$ cat src/hw/rtl/ksm_pkg.sv
// ----------------------------------------------------------------------------
// ksm_pkg
// Shared constants and control/status types of the KMP stream matcher.
// ----------------------------------------------------------------------------
package ksm_pkg;

    localparam int MAX_PATTERN = 64;
    localparam int SYM_W       = 8;
    localparam int FUNC_W      = 2;
    localparam int IDX_W       = $clog2(MAX_PATTERN);
    localparam int LEN_W       = $clog2(MAX_PATTERN + 1);

    localparam logic [FUNC_W-1:0] FUNC_PAT = 2'd0;
    localparam logic [FUNC_W-1:0] FUNC_TXT = 2'd1;
    localparam logic [FUNC_W-1:0] FUNC_END = 2'd2;

    typedef struct packed {
        logic accept;
        logic step;
        logic tail_rd;
        logic tail_ld;
    } t_cmd;

    typedef struct packed {
        logic walk;
        logic mismatch;
        logic full;
        logic is_text;
        logic out_hold;
    } t_sts;

endpackage

$ cat src/hw/rtl/ksm_if.sv
// ----------------------------------------------------------------------------
// ksm_in_if / ksm_out_if
// Valid/ready channels for input requests and match results.
// ----------------------------------------------------------------------------
interface ksm_in_if import ksm_pkg::*; ();
    logic              valid;
    logic              ready;
    logic [FUNC_W-1:0] func;
    logic [SYM_W-1:0]  symbol;
    logic              restart;

    modport source (output valid, output func, output symbol, output restart, input ready);
    modport sink   (input valid, input func, input symbol, input restart, output ready);
endinterface

interface ksm_out_if;
    logic valid;
    logic ready;
    logic found;
    logic pattern_overflow;

    modport source (output valid, output found, output pattern_overflow, input ready);
    modport sink   (input valid, input found, input pattern_overflow, output ready);
endinterface

$ cat src/hw/rtl/ksm_dp.sv
// ----------------------------------------------------------------------------
// ksm_dp
// Datapath: pattern and prefix memories, match state and result register.
// ----------------------------------------------------------------------------
module ksm_dp import ksm_pkg::*; (
    input  logic              i_clk,
    input  logic              i_rst_n,
    input  t_cmd              i_cmd,
    input  logic [FUNC_W-1:0] i_func,
    input  logic [SYM_W-1:0]  i_symbol,
    input  logic              i_restart,
    input  logic              i_out_ready,
    output t_sts              o_sts,
    output logic              o_out_valid,
    output logic              o_found,
    output logic              o_ovf
);

    logic [SYM_W-1:0] mem_p [MAX_PATTERN];
    logic [IDX_W-1:0] mem_f [MAX_PATTERN];

    logic [LEN_W-1:0] r_len;
    logic [IDX_W-1:0] r_bp;
    logic [IDX_W-1:0] r_match;
    logic             r_found;
    logic             r_seen;
    logic             r_ovf;
    logic [IDX_W-1:0] r_j;
    logic [SYM_W-1:0] r_sym;
    logic             r_is_text;
    logic             r_out_valid;
    logic             r_out_found;
    logic             r_out_ovf;
    logic [SYM_W-1:0] r_pd;
    logic [IDX_W-1:0] r_fd;

    logic             sym_eq;
    logic [LEN_W-1:0] j_inc;
    logic [LEN_W-1:0] len_eff;
    logic             is_pat;
    logic             first_sym;
    logic             we;
    logic [IDX_W-1:0] waddr;
    logic [SYM_W-1:0] wdata_p;
    logic [IDX_W-1:0] wdata_f;
    logic [IDX_W-1:0] raddr_p;
    logic [IDX_W-1:0] raddr_f;

    assign sym_eq    = (r_sym == r_pd);
    assign j_inc     = {1'b0, r_j} + LEN_W'(sym_eq);
    assign is_pat    = (i_func == FUNC_PAT);
    assign len_eff   = i_restart ? '0 : r_len;
    assign first_sym = is_pat && (len_eff == '0);

    assign o_sts.walk     = (is_pat && (len_eff != '0) && (len_eff < LEN_W'(MAX_PATTERN)))
                         || ((i_func == FUNC_TXT) && !r_ovf && (r_len != '0) && !r_found);
    assign o_sts.mismatch = (r_j != '0) && !sym_eq;
    assign o_sts.full     = (j_inc >= r_len);
    assign o_sts.is_text  = r_is_text;
    assign o_sts.out_hold = r_out_valid && !i_out_ready;

    assign we      = (i_cmd.accept && first_sym)
                  || (i_cmd.step && !o_sts.mismatch && !r_is_text);
    assign waddr   = i_cmd.accept ? '0 : r_len[IDX_W-1:0];
    assign wdata_p = i_cmd.accept ? i_symbol : r_sym;
    assign wdata_f = i_cmd.accept ? '0 : j_inc[IDX_W-1:0];
    assign raddr_p = r_j;
    assign raddr_f = i_cmd.tail_rd ? IDX_W'(r_len - LEN_W'(1)) : IDX_W'(r_j - IDX_W'(1));

    always_ff @(posedge i_clk) begin
        if (we) begin
            mem_p[waddr] <= wdata_p;
            mem_f[waddr] <= wdata_f;
        end
        r_pd <= mem_p[raddr_p];
        r_fd <= mem_f[raddr_f];
    end

    always_ff @(posedge i_clk) begin
        if (!i_rst_n) begin
            r_len       <= '0;
            r_bp        <= '0;
            r_match     <= '0;
            r_found     <= 1'b0;
            r_seen      <= 1'b0;
            r_ovf       <= 1'b0;
            r_out_valid <= 1'b0;
        end else begin
            if (i_cmd.accept && (i_func == FUNC_END)) begin
                r_out_valid <= 1'b1;
            end else if (r_out_valid && i_out_ready) begin
                r_out_valid <= 1'b0;
            end
            if (i_cmd.accept) begin
                unique case (i_func)
                    FUNC_PAT: begin
                        r_match <= '0;
                        r_found <= 1'b0;
                        r_seen  <= 1'b0;
                        if (len_eff >= LEN_W'(MAX_PATTERN)) begin
                            r_ovf <= 1'b1;
                        end else if (len_eff == '0) begin
                            r_ovf <= 1'b0;
                            r_bp  <= '0;
                            r_len <= LEN_W'(1);
                        end
                    end
                    FUNC_TXT: begin
                        r_seen <= 1'b1;
                    end
                    FUNC_END: begin
                        r_match <= '0;
                        r_found <= 1'b0;
                        r_seen  <= 1'b0;
                    end
                    default: begin
                    end
                endcase
            end
            if (i_cmd.step && !o_sts.mismatch) begin
                if (!r_is_text) begin
                    r_bp  <= j_inc[IDX_W-1:0];
                    r_len <= r_len + LEN_W'(1);
                end else if (o_sts.full) begin
                    r_found <= 1'b1;
                end else begin
                    r_match <= j_inc[IDX_W-1:0];
                end
            end
            if (i_cmd.tail_ld) begin
                r_match <= r_fd;
            end
        end
    end

    always_ff @(posedge i_clk) begin
        if (i_cmd.accept) begin
            r_sym     <= i_symbol;
            r_is_text <= (i_func == FUNC_TXT);
            r_j       <= (i_func == FUNC_TXT) ? r_match : r_bp;
            r_out_ovf <= r_ovf;
            r_out_found <= !r_ovf && ((r_len == '0) ? r_seen : r_found);
        end else if (i_cmd.step && o_sts.mismatch) begin
            r_j <= r_fd;
        end
    end

    assign o_out_valid = r_out_valid;
    assign o_found     = r_out_found;
    assign o_ovf       = r_out_ovf;

endmodule

$ cat src/hw/rtl/ksm_ctrl.sv
// ----------------------------------------------------------------------------
// ksm_ctrl
// Controller: request handshake and sequencing of the prefix-table walk.
// ----------------------------------------------------------------------------
module ksm_ctrl import ksm_pkg::*; (
    input  logic i_clk,
    input  logic i_rst_n,
    input  logic i_valid,
    input  t_sts i_sts,
    output logic o_ready,
    output t_cmd o_cmd
);

    typedef enum logic [4:0] {
        ST_IDLE = 5'b00001,
        ST_READ = 5'b00010,
        ST_CMP  = 5'b00100,
        ST_TRD  = 5'b01000,
        ST_TLD  = 5'b10000
    } t_state;

    t_state r_state;
    t_state n_state;
    logic   accept;

    assign o_ready = (r_state == ST_IDLE) && !i_sts.out_hold;
    assign accept  = i_valid && o_ready;

    assign o_cmd.accept  = accept;
    assign o_cmd.step    = (r_state == ST_CMP);
    assign o_cmd.tail_rd = (r_state == ST_TRD);
    assign o_cmd.tail_ld = (r_state == ST_TLD);

    always_comb begin
        n_state = r_state;
        unique case (r_state)
            ST_IDLE: begin
                if (accept && i_sts.walk) begin
                    n_state = ST_READ;
                end
            end
            ST_READ: begin
                n_state = ST_CMP;
            end
            ST_CMP: begin
                priority if (i_sts.mismatch) begin
                    n_state = ST_READ;
                end else if (i_sts.is_text && i_sts.full) begin
                    n_state = ST_TRD;
                end else begin
                    n_state = ST_IDLE;
                end
            end
            ST_TRD: begin
                n_state = ST_TLD;
            end
            ST_TLD: begin
                n_state = ST_IDLE;
            end
            default: begin
                n_state = ST_IDLE;
            end
        endcase
    end

    always_ff @(posedge i_clk) begin
        if (!i_rst_n) begin
            r_state <= ST_IDLE;
        end else begin
            r_state <= n_state;
        end
    end

endmodule

$ cat src/hw/rtl/kmp_stream_matcher_core.sv
// ----------------------------------------------------------------------------
// kmp_stream_matcher_core
// Knuth-Morris-Pratt matcher over a symbol stream with incremental table build.
//
//   channel  dir  payload                    moves
//   i_in     in   func, symbol, restart      one request per handshake
//   o_out    out  found, pattern_overflow    one result per end of text
//
// End of text, dropped and trivial requests are done in ST_IDLE, where they are accepted.
// A pattern or text symbol that walks the table steps through ST_READ and ST_CMP,
// again for each fallback, then ST_TRD and ST_TLD when a text symbol completes
// a match; each of the pattern and prefix memories has a single read port.
// Reset clears the controller state, pattern length, match state and output valid; the memories are not cleared.
// A pending result holds i_in.ready low until o_out accepts it.
// ----------------------------------------------------------------------------
module kmp_stream_matcher_core import ksm_pkg::*; (
    input  logic        i_clk,
    input  logic        i_rst_n,
    ksm_in_if.sink      i_in,
    ksm_out_if.source   o_out
);

    t_cmd cmd;
    t_sts sts;
    logic ready;

    ksm_ctrl u_ctrl (
        .i_clk   (i_clk),
        .i_rst_n (i_rst_n),
        .i_valid (i_in.valid),
        .i_sts   (sts),
        .o_ready (ready),
        .o_cmd   (cmd)
    );

    ksm_dp u_dp (
        .i_clk       (i_clk),
        .i_rst_n     (i_rst_n),
        .i_cmd       (cmd),
        .i_func      (i_in.func),
        .i_symbol    (i_in.symbol),
        .i_restart   (i_in.restart),
        .i_out_ready (o_out.ready),
        .o_sts       (sts),
        .o_out_valid (o_out.valid),
        .o_found     (o_out.found),
        .o_ovf       (o_out.pattern_overflow)
    );

    assign i_in.ready = ready;

endmodule

$ cat src/flat_wrapper.sv
// flat-port wrapper written by rule: the top's interface ports become plain ports
module kmp_stream_matcher_core_flat import ksm_pkg::*;
  (i_clk, i_rst_n, i_in_valid, i_in_func, i_in_symbol, i_in_restart, i_in_ready, o_out_valid, o_out_found, o_out_pattern_overflow, o_out_ready);
  ksm_in_if i_in_i ();
  ksm_out_if o_out_i ();
  input  logic i_clk;
  input  logic i_rst_n;
  input wire logic [$bits(i_in_i.valid)-1:0] i_in_valid;
  input wire logic [$bits(i_in_i.func)-1:0] i_in_func;
  input wire logic [$bits(i_in_i.symbol)-1:0] i_in_symbol;
  input wire logic [$bits(i_in_i.restart)-1:0] i_in_restart;
  output wire logic [$bits(i_in_i.ready)-1:0] i_in_ready;
  output wire logic [$bits(o_out_i.valid)-1:0] o_out_valid;
  output wire logic [$bits(o_out_i.found)-1:0] o_out_found;
  output wire logic [$bits(o_out_i.pattern_overflow)-1:0] o_out_pattern_overflow;
  input wire logic [$bits(o_out_i.ready)-1:0] o_out_ready;
  assign i_in_i.valid = i_in_valid;
  assign i_in_i.func = i_in_func;
  assign i_in_i.symbol = i_in_symbol;
  assign i_in_i.restart = i_in_restart;
  assign i_in_ready = i_in_i.ready;
  assign o_out_valid = o_out_i.valid;
  assign o_out_found = o_out_i.found;
  assign o_out_pattern_overflow = o_out_i.pattern_overflow;
  assign o_out_i.ready = o_out_ready;
  kmp_stream_matcher_core u_core (.i_clk(i_clk), .i_rst_n(i_rst_n), .i_in(i_in_i), .o_out(o_out_i));
endmodule
$ cat config.mk
export PLATFORM = sky130hd
export DESIGN_NAME = kmp_stream_matcher_core_flat
export DESIGN_NICKNAME = d
export VERILOG_FILES = /design/src/hw/rtl/ksm_pkg.sv /design/src/hw/rtl/ksm_if.sv /design/src/hw/rtl/ksm_dp.sv /design/src/hw/rtl/ksm_ctrl.sv /design/src/hw/rtl/kmp_stream_matcher_core.sv /design/src/flat_wrapper.sv
export SDC_FILE = /design/constraint.sdc
export NUM_CORES = 1
export LEC_CHECK = 0
export BUFFER_PORTS_ARGS = -buffer_cell sky130_fd_sc_hd__buf_2
export CORE_MARGIN = 10
export CORE_UTILIZATION = 43
export DETAILED_ROUTE_END_ITERATION = 10
export GPL_TIMING_DRIVEN = 0
export SLEW_MARGIN = 20
export SYNTH_ARGS = -nofsm -noshare
export SYNTH_HDL_FRONTEND = slang
export SYNTH_SLANG_ARGS = --single-unit
$ cat constraint.sdc
create_clock -name i_clk -period 6 [get_ports i_clk]
set_clock_uncertainty 0.1 [all_clocks]
set_input_delay 0.3 -clock i_clk [delete_from_list [all_inputs] [get_ports i_clk]]
set_output_delay 0.3 -clock i_clk [all_outputs]
set_load 0.01 [all_outputs]
# ---- Word-level counts from Yosys, hierarchy flattened
# Memories as Yosys holds them, arrays and structs flattened. A register that Yosys moved wholly into a read port is not among the register bits.
# Cells that the tools add are included.
dict set report classes {
  n_addsub 4
  mul 0
  n_div 0
  magnitude_cmp 3
  eq_ne 9
  shifts 0
  mux 43
  n_bitwise 0
  n_reduce_logical 41
}
# op count
set op_table {}
lappend op_table {{$mux W6} 18}
lappend op_table {{$mux W7} 7}
lappend op_table {{$pmux W5 S4} 1}
lappend op_table {{$logic_and A1 B1 Y1} 19}
lappend op_table {{$logic_not A7 Y1} 2}
lappend op_table {{$reduce_bool A7 Y1} 2}
lappend op_table {{$mux W1} 12}
lappend op_table {{$sub A6 B1 Y6 const B} 2}
lappend op_table {{$eq A8 B8 Y1} 1}
lappend op_table {{$mux W4} 2}
lappend op_table {{$mux W8} 1}
lappend op_table {{$reduce_bool A2 Y1} 4}
lappend op_table {{$add A6 B1 Y7} 1}
lappend op_table {{$add A7 B1 Y7 const B} 1}
lappend op_table {{$ge A7 B7 Y1} 1}
lappend op_table {{$ge A7 B7 Y1 const B} 1}
lappend op_table {{$logic_not A1 Y1} 7}
lappend op_table {{$lt A7 B7 Y1 const B} 1}
lappend op_table {{$reduce_bool A6 Y1} 1}
lappend op_table {{$eq A5 B1 Y1 const B} 1}
lappend op_table {{$eq A5 B2 Y1 const B} 1}
lappend op_table {{$eq A5 B3 Y1 const B} 1}
lappend op_table {{$eq A5 B4 Y1 const B} 1}
lappend op_table {{$eq A5 B5 Y1 const B} 1}
lappend op_table {{other kinds (10)} 11}
dict set report word_totals {
  reg_bits 45
  latch_bits 0
  ram_bits 896
  romBits 0
  in_bits 15
  out_inout_bits 4
  word_cells 115
  memories 2
}
# memory depth word_bits read_ports rd_clocked_by_memory_dff wr line
set memory_table {}
lappend memory_table {u_core.u_dp.mem_p 64 8 1 1 1 ksm_dp.sv:19} ;# logic [SYM_W-1:0] mem_p [MAX_PATTERN];
lappend memory_table {u_core.u_dp.mem_f 64 6 1 1 1 ksm_dp.sv:20} ;# logic [IDX_W-1:0] mem_f [MAX_PATTERN];

# ---- Depth between registers and ports, before layout
# Gate-level depths: netlist of run 1.
dict set report logic_depth {
  ltp_word 10
  depth_mapped 21
  ltp_nobuf 14
}

# ---- Cells and area by module
# A second synthesis of run 1 with hierarchy kept.
dict set report hier_totals {
  cells_unflattened 2095
  area_unflattened_um2 37815.0
}
# mod n_inst cells_each area_per_inst_um2 seq_area_each_um2
set by_module_without_submodules {}
lappend by_module_without_submodules {ksm_dp 1 2064 37531.0 28076.9}
lappend by_module_without_submodules {ksm_ctrl 1 31 284.0 100.1}

# ---- Worst setup path before layout of run 1
# Ideal clock, no wire load.
dict set report synth_timing {
  path_type {register to register}
  startpoint {register u_core.u_ctrl.r_state[4]}
  endpoint {register u_core.u_dp.r_fd[4] (read register of u_core.u_dp.mem_f)}
  setup_ps 137
  arrival_time_ps 3941
  required_ps 5763
  slack_ps 1821
  stages_incl_launch_ff 20
  n_path_buf 7
  synth_period_minus_slack_ps 4179
  cell_sequence {dfxtp_1 -> or4_1 -> buf_2 -> o21ai_4 -> nand2_4 -> inv_4 -> buf_12 -> buf_6 -> buf_2 -> buf_2 -> ha_1 -> nor2b_1 -> o211ai_1 -> nand2_1 -> buf_2 -> buf_1 -> mux2i_1 -> o22ai_1 -> o31ai_1 -> o22ai_1}
}
dict set report synth_between {
  elab_chain_len 2
}
# item line
set synth_lines {}
lappend synth_lines {{from (decl)} ksm_ctrl.sv:22} ;# t_state r_state;
lappend synth_lines {{from (signal assigned)} ksm_ctrl.sv:70} ;# r_state <= n_state;
lappend synth_lines {{$eq A5 B4 Y1} ksm_ctrl.sv:31} ;# assign o_cmd.tail_rd = (r_state == ST_TRD);
lappend synth_lines {{$mux W6} ksm_dp.sv:68} ;# assign raddr_f = i_cmd.tail_rd ? IDX_W'(r_len - LEN_W'(1)) : IDX_W'(r_j - IDX_W'(1));
lappend synth_lines {{to (decl)} ksm_dp.sv:35} ;# logic [IDX_W-1:0] r_fd;
# Every way passes these cells.
# A chain may end at the register's enable or synchronous reset.

# ---- Final worst setup path of run 1
dict set report layout_timing {
  startpoint {register u_core.u_ctrl.r_state[4]}
  endpoint {register u_core.u_dp.r_fd[1] (read register of u_core.u_dp.mem_f)}
}
# The elaborated chain is that of the path after synthesis.

==> results of run 1 <==
## sequential cells by signal (all words and copies together), names as in the netlist
name                     count
u_core.u_dp.r_len            7
u_core.u_ctrl.r_state        5
u_core.u_dp.r_j              6
u_core.u_dp.r_is_text        1
u_core.u_dp.r_match          6
u_core.u_dp.r_fd             6
u_core.u_dp.r_bp             6
u_core.u_dp.r_sym            8
u_core.u_dp.r_seen           1
u_core.u_dp.o_found          1
u_core.u_dp.mem_f          384
u_core.u_dp.r_pd             8
u_core.u_dp.o_ovf            1
u_core.u_dp.r_found          1
u_core.u_dp.r_ovf            1
u_core.u_dp.o_out_valid      1
u_core.u_dp.mem_p          512
## Yosys cell counts, drive strengths merged, types with 10 or more instances
master and instances:
edfxtp 905, nand2 210, mux2i 156, nor2 128
mux4 122, clkbuf 84, a21oi 69, nand3 51
dfxtp 50, o221ai 48, buf 45, o21ai 45
o22ai 37, nor3 28, mux2 18, and2 15
nand4 15, inv 14, xnor2 14, a31oi 13
a211oi 12, and3 12, ha 12, a22oi 11
or3 11, o211ai 10
## metrics by stage
stage | std cells | util
final | 3650 | 0.497
after global routing | 3650 | 0.497
after CTS | 3651 | 0.497
after detailed placement | 3476 | 0.461
after global placement | 3444 | 0.450
after floorplan | 2261 | -
## path summary, 6_finish.rpt
kind              slack, ps  depth (start not counted)                     end
setup reg to reg         70                         19     u_core.u_dp.r_fd[1]
setup / recovery         70                         19     u_core.u_dp.r_fd[1]
hold / removal           40                          3    u_core.u_dp.r_sym[0]
hold reg to reg         390                          1  u_core.u_dp.r_match[1]
## repair_timing
action                     CTS  global route
hold buffers                 5             0
setup endpoints to repair    6             2
pin swaps                    1             2
setup buffers                0             0
resized for setup           39             4
hold endpoints to repair    10             0
## worst min-delay path: cells and delay by family
| kind | cells | cell delay [ps] |
|---|---|---|
| buffers and inverters | 1 | 80 |
| and+or+nand+nor | 2 | 310 |
## logic make-up (layout without fill, tap and decap cells)
group | after synthesis | count (layout) | share of synthesized area
DFF | 955 | 955 | 0.738
buffers and inverters | 146 | 370 | 0.0165
xor gates and xnor gates | 15 | 15 | 0.00344
and+or+nand+nor | 515 | 515 | 0.0609
muxes | 296 | 296 | 0.118
adders and majority gates | 12 | 12 | 0.00393
AOI/OAI and AO/OA | 322 | 322 | 0.0588
## layout make-up
class | instances | area [um2]
buffer | 126 | 601
multi-input combinational | 1160 | 9920
fill | 7209 | 44300
timing repair buffer | 55 | 593
tap | 1165 | 1460
sequential | 955 | 28200
clock inverter | 54 | 552
inverter | 17 | 66.3
clock buffer | 118 | 2530
## report_power, final
part	switching (uW)	internal, uW	total, uW
logic	4030	1770	5800
clock network	2490	3460	5950
registers	85.3	8100	8180
total	6610	13300	19900
## metal layers
| metal | vias to the layer above | GRT usage | wire length (um) |
|---|---|---|---|
| li1 | 9348 | - | - |
| met1 | 11731 | 0.313 | 47600 |
| met2 | 1326 | 0.341 | 52500 |
| met3 | 241 | 0.0472 | 11500 |
| met4 | 4 | 0.0777 | 4070 |
| met5 | - | 0 | 27 |
==> results.tsv, run 1 <==
metric	value	unit
ys_types	71	
grt_pass1_vias	22107	
ir_drop	326	uV
routed_wl	116	mm
hold_viol_final	0	
n_antenna_cell	0	
cts_buffers	94	
core-area	88200	um2
insertion_delay	660	ps
wl_per_cell	31.7	um
initial_utilization	0.433	
htree_levels	3	
vias	22650	
ys_seq_elements	955	
cap_violations	0	
yosys_warnings	0	
cpMaxStageDelayCell	or4_1	
grt_pass1_wl	164	mm
synth_nets	2288	
io_buffers	18	
relSlewSlack	0.212	
hold_slack	38.2	ps
final_nets	2436	
setup_slack	74.6	ps
crit_path_end_kind	register	
cts_tree	yes	
antenna_found_initial	4	
layout_min_cycle_time	5930	ps
synth_cells	2261	
worstSetupStartpoint	u_core.u_ctrl.r_state[4]	
yosys.area.top_type	edfxtp_1	
crit_top_cell	buf_4	
dp_hpwl	76.5	mm
synth_edf_count	905	
cts_root_buf	clkbuf_16	
p_per_area	454	nW/um2
dieArea	101000	um2
design_area	43900	um2
worstPathMaxFanout	19	
hold_path.class	in2reg	
tightest_slew	1180	ps
die_x	318	um
slew_violations	0	
critPathRequiredTime	6380	ps
crit_family	buffers and inverters	
io_pins	19	
cts.path.max_buffers	3	
grt_usage	0.223	
ant_nets	0	
drive_above_1_share	0.189	
first_iter_violations	3234	
via_per_inst	6.21	
ys_seq_area_frac	0.738	
dpl_cell_area	40700	um2
synth-async-reset-ratio	0	
die_y	318	um
grt_max_degree	66	
p_total	19900	uW
place.gp.congestion	0.945	
cts.sinks	955	
rr_startpoint	u_core.u_ctrl.r_state[4]	
mostFrequentLayoutCells	edfxtp_1 (905), nand2_1 (200), mux2i_1 (154), mux4_2 (122), clkbuf_16 (98)	
synthesis.area	38200	um2
pre_cts_ws	-1300	ps
syn_avg_cell_area	16.9	um2
fin_tns_setup	0	ps
p_leak	0.0141	uW
hold_path.startpoint	i_in_symbol[0]	
firstDrtPassIters	7	
crit_path_max_incr_delay	600	ps
netlist.area_leader.share	0.712	
outcome	finished clean	
period_share	0.988	
layout_commonest_cell	edfxtp_1	
area_delta_synth_final	15.0	%
path_cells	or4_1, buf_2, o21ai_4, nand2_4, inv_4, buf_12, buf_6, buf_4, ha_1, nor2b_1, o211ai_1, nand2_4, buf_4, buf_4, clkbuf_2, nand2_1, a31oi_1, o41ai_1, o211ai_1	
startpoint_type	register	
ys.flop_type	edfxtp_1	
setup_viol	0	
timing.fmax	169	MHz
ys_top_cells_by_area	edfxtp_1 (71%), mux4_2 (7.2%), mux2i_1 (4.1%), dfxtp_1 (2.6%), nand2_1 (2.1%)	
rsz0062_at_grt	false	
cp.arrival	6300	ps
critPathKind	reg2reg	
num_rows	109	
grt_remaining_overflow	0	
cts.reportedPaths.clkPinSlew	60	ps
path_buf_inv	8	
post-route-drc-count	0	
Power figures use the tool's default switching activity.
==> run 2: changes to the inputs <==
PLACE_DENSITY = 0.63   (was unset)
SETUP_SLACK_MARGIN = 0.4   (was unset)
SKIP_LAST_GASP = 1   (was unset)
==> run 2 against run 1 <==
  * Power shrank 0.21%
  * Non-clock buffer count up 17
  * Clock power decreased by 2%
  * Final cell count is 0.60% higher
  * Combinational power up 0.9%
==> results.tsv, run 2 (synthesis results as in run 1) <==
metric	value	unit	change
critPathKind	reg2reg		
core-area	88200	um2	unchanged
final_nets	2455		+0.78%
critPathCapture	u_core.u_dp.r_fd[0]		
path_buf_inv	9		+1
firstDrtPassIters	5		-2
ant_nets	0		unchanged
place.gp.congestion	0.937		-0.83%
cp.arrival	6000	ps	-300 ps
worstPathMaxFanout	10		-9
num_rows	109		unchanged
hold_path.class	in2reg		
grt_max_degree	66		unchanged
first_iter_violations	3323		+2.8%
die_x	318	um	unchanged
grt_remaining_overflow	0		unchanged
drive_above_1_share	0.198		+0.00879
wl_per_cell	31.2	um	-1.6%
fin_tns_setup	0	ps	unchanged
ir_drop	270	uV	-17%
setup_viol	0		unchanged
mostFrequentLayoutCells	edfxtp_1 (905), nand2_1 (200), mux2i_1 (154), mux4_2 (122), clkbuf_16 (96)		
rsz0062_at_grt	false		
rr_startpoint	u_core.u_ctrl.r_state[0]		
p_per_area	451	nW/um2	-0.63%
critPathRequiredTime	6400	ps	+20 ps
htree_levels	3		unchanged
cts.reportedPaths.clkPinSlew	60	ps	about the same
insertion_delay	680	ps	+20 ps
vias	22994		+1.5%
regMostFlops	u_core.u_dp.mem_p		
p_leak	0.0142	uW	+0.71%
cts_buffers	96		+2.1%
cts_tree	yes		
crit_path_end_kind	register		
outcome	finished clean		
crit_path_max_incr_delay	860	ps	+260 ps
fillCellCount	7123		-1.2%
timing.fmax	178	MHz	+5.8%
crit_cells	16		-3
whs_path_depth	3		unchanged
startpoint_type	register		
dp_hpwl	76.4	mm	-0.13%
seqCellArea	28200	um2	unchanged
largest_reg_flops	512		unchanged
multiInputGateArea	9890	um2	-0.30%
routed_wl	115	mm	-1.0%
cpMaxStageDelayCell	a2111oi_0		
tightest_slew	1160	ps	-26.3 ps
area_delta_synth_final	15.5	%	
dieArea	101000	um2	unchanged
layout_commonest_cell	edfxtp_1		
grt_usage	0.221		-0.00195
io_buffers	18		unchanged
relSlewSlack	0.229		+0.0175
post-route-util	0.500		+0.00211
via_per_inst	6.26		+0.91%
cts_root_buf	clkbuf_16		
die_y	318	um	unchanged
slew_violations	0		unchanged
top_regs	u_core.u_dp.mem_p (512), u_core.u_dp.mem_f (384)		
crit_family	buffers and inverters		
worstSetupStartpoint	u_core.u_ctrl.r_state[0]		
post-route-drc-count	0		unchanged
io_pins	19		unchanged
grt_pass1_vias	22410		+1.4%
cap_violations	0		unchanged
reg2reg_setup_slack	400	ps	+320 ps
hold_viol_final	0		unchanged
grt_pass1_wl	163	mm	-0.53%
cts.path.max_buffers	3		unchanged
hold_slack	58.0	ps	+19.8 ps
worstRegToRegCells	16		-3
layout_min_cycle_time	5600	ps	-322 ps
antenna_found_initial	2		-2
r2r_end	u_core.u_dp.r_fd[0]		
period_share	0.934		-0.0537
path_cells	or4_1, buf_2, o21ai_4, nand2_8, inv_4, buf_12, buf_6, buf_4, buf_6, ha_2, inv_1, clkbuf_2, clkbuf_2, a2111oi_0, nor4_1, nor4_2		
cts.sinks	955		unchanged
initial_utilization	0.433		unchanged
run 2: changes by cell type in the layout (fill, tap and decap cells not counted), moves of 4 or more:
cell	before	now
nor2_2	11	21
nor2_4	48	38
buf_4	15	22
buf_8	11	18
clkbuf_2	13	8
bufinv_16	11	7
clkbuf_4	1	5
clkbuf_8	0	4
run 2: power breakdown:
group | internal (uW) | switching [uW] | total [uW]
sequential | 8100 | 90.2 | 8190
clock | 3300 | 2560 | 5860
combinational | 1830 | 4020 | 5850
total | 13200 | 6670 | 19900
run 2: repair_timing:
action,CTS,global route
setup endpoints to repair,6,6
hold buffers,5,0
buffers inserted,3,1
gates resized for setup,48,17
pin swaps,4,3
endpoints found under the hold margin,13,0
run 2: worst min-delay path by stage:
stage / from / endpoint / slack, ps
4_1_cts: i_in_symbol[6] / u_core.u_dp.r_sym[6] / 30
3_5_place_dp: u_core.u_dp.r_match[3] / u_core.u_dp.r_match[3] / 370
5_1_grt: i_in_symbol[6] / u_core.u_dp.r_sym[6] / 100
3_3_place_gp: u_core.u_dp.r_match[0] / u_core.u_dp.r_match[0] / 370
2_1_floorplan: i_rst_n / u_core.u_dp.r_len[4] / 340
6_report: i_in_symbol[6] / u_core.u_dp.r_sym[6] / 60
run 2: worst min-delay path, stage by stage:
cell and delay, ps:
buf_2 80, nand2_1 50, nand2_2 300
run 2: layout make-up:
| type | instances | share of cell area |
|---|---|---|
| well taps | 1165 | 0.0331 |
| multi-input cells | 1160 | 0.224 |
| diodes | 1 | 0.0000568 |
| clock inverters | 54 | 0.0121 |
| plain buffers | 129 | 0.0147 |
| flip-flops and latches | 955 | 0.639 |
| inverters | 17 | 0.00150 |
| clock buffers | 122 | 0.0572 |
| repair buffers | 69 | 0.0178 |
run 2: routing by layer:
metal	GRT usage	part of all wire	wire length, um
met5	0	0	0
met4	0.0812	0.037	4280
met3	0.0445	0.10	12000
met2	0.336	0.45	51700
met1	0.311	0.41	46500
run 2: metrics by stage:
| stage | cell area (um2) | total power [uW] | std cells | setup slack, ps |
|---|---|---|---|---|
| final | 44100 | 19900 | 3672 | 397 |
| after global routing | 44100 | 20500 | 3671 | 387 |
| after CTS | 44000 | 19800 | 3670 | 376 |
| after detailed placement | 40800 | 13900 | 3486 | -1090 |
| after global placement | 39700 | 13700 | 3444 | -1090 |
| after floorplan | 38200 | 11500 | 2261 | 1820 |
